<file path="config.mk">
export PLATFORM = sky130hd
export DESIGN_NAME = wmm_cell
export DESIGN_NICKNAME = d
export VERILOG_FILES = /design/src/design/wmm_pkg.sv /design/src/design/wmm_cell.sv
export SDC_FILE = /design/constraint.sdc
export NUM_CORES = 2
export LEC_CHECK = 0
export BUFFER_PORTS_ARGS = -buffer_cell sky130_fd_sc_hd__buf_2
export CORE_MARGIN = 2
export CORE_UTILIZATION = 59
export DETAILED_ROUTE_END_ITERATION = 7
export PLACE_DENSITY = 0.81
export SYNTH_ARGS = -nofsm -noshare
export SYNTH_HDL_FRONTEND = slang
export SYNTH_SLANG_ARGS = --single-unit
export TNS_END_PERCENT = 100
</file>
<file path="constraint.sdc">
create_clock -name clk -period 11.9 [get_ports clk]
set_input_delay 1.19 -clock clk [delete_from_list [all_inputs] [get_ports clk]]
set_output_delay 1.19 -clock clk [all_outputs]
set_load 0.1 [all_outputs]
</file>
<file path="src/design/wmm_pkg.sv">
// shared widths, constants and stage bundle for the wavelet modulus maxima cascade
`default_nettype none

package wmm_pkg;

    // sample and cascade geometry
    localparam int SAMPLE_W      = 16;
    localparam int LEVELS        = 4;
    localparam int LVL_W         = $clog2(LEVELS);
    localparam int LINE_W        = SAMPLE_W + 9;   // widest approximation kept in a line
    localparam int ACC_W         = SAMPLE_W + 13;  // widest detail value
    localparam int DEPTH         = 24;             // deepest tap line
    localparam int WARMUP        = 24;
    localparam int LEVEL1_START  = 3;
    localparam int CNT_W         = $clog2(WARMUP + 1);

    // result field widths
    localparam int D1_W          = SAMPLE_W + 4;
    localparam int D2_W          = SAMPLE_W + 7;
    localparam int D3_W          = SAMPLE_W + 10;
    localparam int D4_W          = SAMPLE_W + 13;
    localparam int OUT_W         = 2 * (D1_W + D2_W + D3_W + D4_W);

    // stream bus widths, rounded up to whole bytes
    localparam int IN_TDATA_W    = ((SAMPLE_W + 7) / 8) * 8;
    localparam int OUT_TDATA_W   = ((OUT_W + 7) / 8) * 8;

    typedef logic [LINE_W-1:0] line_t;
    typedef logic [ACC_W-1:0]  acc_t;

    // what one cell hands to the next
    typedef struct packed {
        logic                   on1;
        logic                   deep;
        line_t                  approx;
        acc_t [LEVELS-1:0]      detail;
        acc_t [LEVELS-1:0]      peak;
    } stage_t;

    // sign extend a line value to the accumulator width
    function automatic acc_t widen(line_t x);
        return {{(ACC_W - LINE_W){x[LINE_W-1]}}, x};
    endfunction

    // three times a value, shift and add
    function automatic acc_t times3(acc_t x);
        return (x << 1) + x;
    endfunction

endpackage

`default_nettype wire

</file>
<file path="src/design/wmm_cell.sv">
// one cascade level: tap line, filter pair and extremum marking
`default_nettype none

module wmm_cell (
    input  wire logic                       clk,
    input  wire logic                       rst_n,
    input  wire logic [wmm_pkg::LVL_W-1:0]  level,
    input  wire logic                       in_valid,
    output logic                            in_ready,
    input  wire wmm_pkg::stage_t            in_stage,
    output logic                            out_valid,
    input  wire logic                       out_ready,
    output wmm_pkg::stage_t                 out_stage
);
    import wmm_pkg::*;

    line_t   line_reg [DEPTH];
    acc_t    prev_detail_reg;
    logic    prev_rise_reg;
    logic    prev_fall_reg;
    logic    valid_reg;
    stage_t  stage_reg;

    acc_t    t0;
    acc_t    t1;
    acc_t    t2;
    acc_t    t3;
    logic    en;
    acc_t    approx_sum;
    acc_t    detail_sum;
    logic    rise;
    logic    fall;
    logic    mark;
    logic    take;
    stage_t  stage_next;

    // stage handshake, a bubble is always refilled
    assign in_ready  = !valid_reg || out_ready;
    assign take      = in_valid && in_ready;
    assign out_valid = valid_reg;
    assign out_stage = stage_reg;

    // taps spaced 1, 2, 4 or 8 beats apart by level
    always_comb
    begin
        t0 = widen(in_stage.approx);
        case (level)
            2'd0:
            begin
                t1 = widen(line_reg[0]);
                t2 = widen(line_reg[1]);
                t3 = widen(line_reg[2]);
            end
            2'd1:
            begin
                t1 = widen(line_reg[1]);
                t2 = widen(line_reg[3]);
                t3 = widen(line_reg[5]);
            end
            2'd2:
            begin
                t1 = widen(line_reg[3]);
                t2 = widen(line_reg[7]);
                t3 = widen(line_reg[11]);
            end
            default:
            begin
                t1 = widen(line_reg[7]);
                t2 = widen(line_reg[15]);
                t3 = widen(line_reg[23]);
            end
        endcase
    end

    // quadratic spline pair, forced to zero during warm-up
    always_comb
    begin
        en = (level == '0) ? in_stage.on1 : in_stage.deep;
        if (en)
        begin
            approx_sum = t0 + times3(t1) + times3(t2) + t3;
            detail_sum = t3 + times3(t2) - times3(t1) - t0;
        end
        else
        begin
            approx_sum = '0;
            detail_sum = '0;
        end
    end

    // rise, fall and extremum of the previous beat
    always_comb
    begin
        rise = ($signed(detail_sum) > 0) && ($signed(detail_sum) > $signed(prev_detail_reg));
        fall = ($signed(detail_sum) < 0) && ($signed(detail_sum) < $signed(prev_detail_reg));
        mark = (prev_rise_reg && !rise) || (prev_fall_reg && !fall);
        stage_next               = in_stage;
        stage_next.approx        = approx_sum[LINE_W-1:0];
        stage_next.detail[level] = detail_sum;
        stage_next.peak[level]   = mark ? prev_detail_reg : '0;
    end

    // stage control
    always_ff @(posedge clk or negedge rst_n)
    begin
        if (!rst_n)
        begin
            valid_reg <= 1'b0;
        end
        else if (in_ready)
        begin
            valid_reg <= in_valid;
        end
    end

    // stage payload
    always_ff @(posedge clk)
    begin
        if (take)
        begin
            stage_reg <= stage_next;
        end
    end

    // tap line and extremum history
    always_ff @(posedge clk or negedge rst_n)
    begin
        if (!rst_n)
        begin
            for (int i = 0; i < DEPTH; i++)
            begin
                line_reg[i] <= '0;
            end
            prev_detail_reg <= '0;
            prev_rise_reg   <= 1'b0;
            prev_fall_reg   <= 1'b0;
        end
        else if (take)
        begin
            line_reg[0] <= in_stage.approx;
            for (int i = 1; i < DEPTH; i++)
            begin
                line_reg[i] <= line_reg[i-1];
            end
            prev_detail_reg <= detail_sum;
            prev_rise_reg   <= rise;
            prev_fall_reg   <= fall;
        end
    end

    // a level held off by warm-up leaves a zero detail
    assert property (@(posedge clk) disable iff (!rst_n)
        (take && !en) |=> (stage_reg.detail[level] == '0))
        else $error("warm-up level produced nonzero detail");

    // a peak only follows a rising or falling beat
    assert property (@(posedge clk) disable iff (!rst_n)
        (take && !prev_rise_reg && !prev_fall_reg) |=> (stage_reg.peak[level] == '0))
        else $error("peak without prior rise or fall");

    // a beat never both rises and falls
    assert property (@(posedge clk) disable iff (!rst_n)
        !(prev_rise_reg && prev_fall_reg))
        else $error("rise and fall both set");

endmodule

`default_nettype wire

</file>
==> run_results.csv <==
group,metric,value,unit
floorplanning,core-area,75600,µm²
logic_synthesis,synth_fp_nets,5213,
place,post-place-ws,0.407,ns
setup_path,critPathBufInv,4,
floorplanning,die_w,280,µm
floorplanning,initial_core_util,0.593,
setup_path,path_common_cell,"ha_1",
pwr,vdd.ir_drop.worst,0.276,mV
worst_hold_path,hold_start,"line_reg[225]",
setup_path,critPathLaunchType,"input port",
timing,timing.final.crit_share,0.923,
setup_path,worstReg2RegStart,"line_reg[402]",
floorplanning,ios,526,
clocking,clk_pin_slew,0.06,ns
global_routing,grt_max_degree,272,
worst_hold_path,worstHoldPathCells,2,
timing,rsz0062_at_grt,"false",
setup_path,critical_path_depth,34,
route,wl_per_cell,20.7,µm
layout,fillers,5685,
route,drc_errors,0,
floorplanning,die_y,280,µm
global_routing,grt_pass1_wl,196000,µm
timing,finalHoldViolations,0,
place,io_buffers,525,
clocking,post-cts-setup-buffer-count,0,
pwr,net-switching-power,8.51,mW
status,outcome,"finished, final reports clean",
timing,max_freq,0.0910,GHz
pwr,pwr-share-clk,0.165,
logic_synthesis,async_flop_share,0.709,
floorplanning,row_count,101,
pwr,power.density,337,nW/µm²
pwr,sequentialPowerShare,0.245,
pwr,internal_power,8.77,mW
route,dr_total_vias,35062,
setup_path,worstPathArrival,11.36,ns
timing,skew,0.0444,ns
global_routing,antenna_found_initial,27,
pwr,swShare,0.492,
setup_path,crit_path_start,"level[0]",
timing,maxSlewHeadroom,0.179,
clocking,postCtsHoldBufs,0,
logic_synthesis,ys.flop_type,"dfrtp_1",
run,maxCapViolations,0,
clocking,cts_tree,"yes",
route,routed_wl,129000,µm
logic_synthesis,yosysSeqAreaShare,0.526,
timing,finalSetupTns,0,ns
route,viasPerCell,5.66,
timing,slew_viol_final,0,
setup_path,cp_slowest_cell,"a221oi_4",
timing,period_needed,10.99,ns
global_routing,grt_pass1_vias,33884,
setup_path,end_kind,"flop",
setup_path,reg2reg_depth,33,
setup_path,crit_required,12.27,ns
pwr,comb_power_share,0.589,
timing,holdWs,0.459,ns
logic_synthesis,synthCells,4712,
clocking,clk_latency,0.67,ns
route,drtIter0Drc,3721,
setup_path,crit_fanout,32,
setup_path,worstSetupPathType,"input port to flop",
setup_path,cp_top_family,"compound AO/OA/AOI/OAI gates",
global_routing,grt_usage,0.328,
clocking,htreeDepth,3,
timing,max_slew.worst_pin.slew,1.23,ns
timing,setup_violations,0,
worst_hold_path,holdCritPathClass,"flop to flop",
clocking,clkSinkCount,891,
route,ant_nets,0,
logic_synthesis,netlist-cell-type-count,76,
clocking,clockBufferDepth,3,
clocking,cts_made_buffers,90,
timing,setup_ws,0.915,ns
floorplanning,design.die.area,78200,µm²
place,gp_congestion,0.939,
layout,fin_nets,5634,
route,drtPass1Iterations,6,
logic_synthesis,yosys_register_bits,891,
logic_synthesis,syn_avg_cell_area,9.51,µm²
logic_synthesis,synth-edff-count,259,
layout,drive_gt1_frac,0.163,
global_routing,overflow,0,
place,dpl.hpwl,90200,µm
clocking,cts_root_buf,"clkbuf_16",
logic_synthesis,syn-cell-area,44800,µm²
logic_synthesis,yosysWarnings,0,
setup_path,critPathMaxStageDelay,0.95,ns
pwr,p_leak,26.3,nW
clocking,ctsResizeCount,0,
layout,syn_to_final_growth,14.3,%
layout,largest_reg_flops,600,
==> metal layers <==
metal | vias up | global-route usage | part of all wire
met5 | - | 0 | 0.00074
met4 | 18 | 0.195 | 0.065
met3 | 300 | 0.0828 | 0.089
met2 | 1490 | 0.505 | 0.46
met1 | 16990 | 0.425 | 0.39
li1 | 16264 | - | -
==> cells in the mapped netlist (all sizes together) (4+ instances only) <==
| library cell | count | area share |
|---|---|---|
| a211o | 4 | 0.00078 |
| a211oi | 21 | 0.0035 |
| a21o | 33 | 0.0055 |
| a21oi | 85 | 0.0096 |
| a31oi | 4 | 0.00056 |
| and2 | 16 | 0.0022 |
| and3 | 11 | 0.0015 |
| buf | 32 | 0.0040 |
| clkbuf | 208 | 0.017 |
| dfrtp | 632 | 0.35 |
| edfxtp | 259 | 0.17 |
| fa | 106 | 0.047 |
| ha | 130 | 0.036 |
| inv | 261 | 0.022 |
| mux2i | 11 | 0.0027 |
| mux4 | 75 | 0.038 |
| nand2 | 2093 | 0.18 |
| nand2b | 16 | 0.0022 |
| nand3 | 27 | 0.0030 |
| nand4 | 14 | 0.0020 |
| nor2 | 71 | 0.0059 |
| nor2b | 13 | 0.0018 |
| nor3 | 39 | 0.0044 |
| nor3b | 5 | 0.00084 |
| nor4 | 5 | 0.00070 |
| o211ai | 6 | 0.0010 |
| o21a | 17 | 0.0028 |
| o21ai | 223 | 0.025 |
| o21bai | 15 | 0.0025 |
| o31ai | 122 | 0.025 |
| o41ai | 5 | 0.00098 |
| or2 | 7 | 0.00098 |
| or3 | 13 | 0.0018 |
| xnor2 | 49 | 0.0096 |
| xor2 | 30 | 0.0059 |
==> path summary, 6_finish.rpt <==
path,to,slack (ns)
min,line_reg[200],0.46
max in group asynchronous,line_reg[225],9.08
max reg2reg,out_stage[77],1.52
min reg2reg,line_reg[200],0.46
max,out_stage[77],0.91
min in group asynchronous,line_reg[146],0.52
==> area by class of cell <==
type,instances,area [µm²],share of cell area
sequential,891,23600,0.460
multi-input combinational,3319,19400,0.378
timing repair buffer,569,3090,0.0602
clock buffer,122,2540,0.0496
tap,978,1220,0.0239
inverter,262,991,0.0193
clock inverter,40,432,0.00842
antenna,17,42.5,0.000830
==> layout by cell type (no fill, tap or decap), drive strengths merged, types with 14 or more instances in the layout <==
cell / n
a211oi: 21
a21o: 33
a21oi: 85
and2: 16
buf: 569
clkbuf: 122
clkinv: 28
dfrtp: 632
diode: 17
edfxtp: 259
fa: 106
ha: 130
inv: 266
mux4: 75
nand2: 2093
nand2b: 16
nand3: 27
nand4: 14
nor2: 71
nor3: 39
o21a: 17
o21ai: 223
o21bai: 15
o31ai: 122
xnor2: 49
xor2: 30
==> power by group through the flow <==
stage	Clock [mW]	Sequential (mW)	Combinational [mW]
after global routing	3.01	4.30	11.0
final	2.85	4.24	10.2
after detailed placement	0	4.27	10.0
after CTS	2.88	4.23	10.1
after floorplan	0	5.19	6.02
after global placement	0	4.25	9.88
==> logic make-up after synthesis <==
logic type	synth area share
buffers and inverters	0.0433
muxes	0.0404
adders and majority gates	0.0836
and+or+nand+nor	0.206
xor gates and xnor gates	0.0154
AOI/OAI and AO/OA	0.0848
DFF	0.526
==> through the flow <==
step           power, mW  cell area [µm²]  cells   util
4_1_cts             17.2            51200   6181  0.678
3_3_place_gp        14.1            48200   6019  0.638
3_5_place_dp        14.3            48200   6019  0.638
6_report            17.3            51300   6198  0.678
5_1_grt             18.3            51200   6191  0.678
2_1_floorplan       11.2            44800   4712      -
==> worst register-to-register path, delay by kind of cell, from the launching register on <==
family / cells / cell delay, ns
compound gates: 14 / 4.43
xor+xnor: 1 / 0.21
mux: 2 / 0.72
simple gates: 8 / 2.00
buf+inv: 3 / 0.46
flops: 1 / 0.45
fa+ha+maj: 5 / 1.80
No activity file was read; power rests on OpenSTA's default activity.
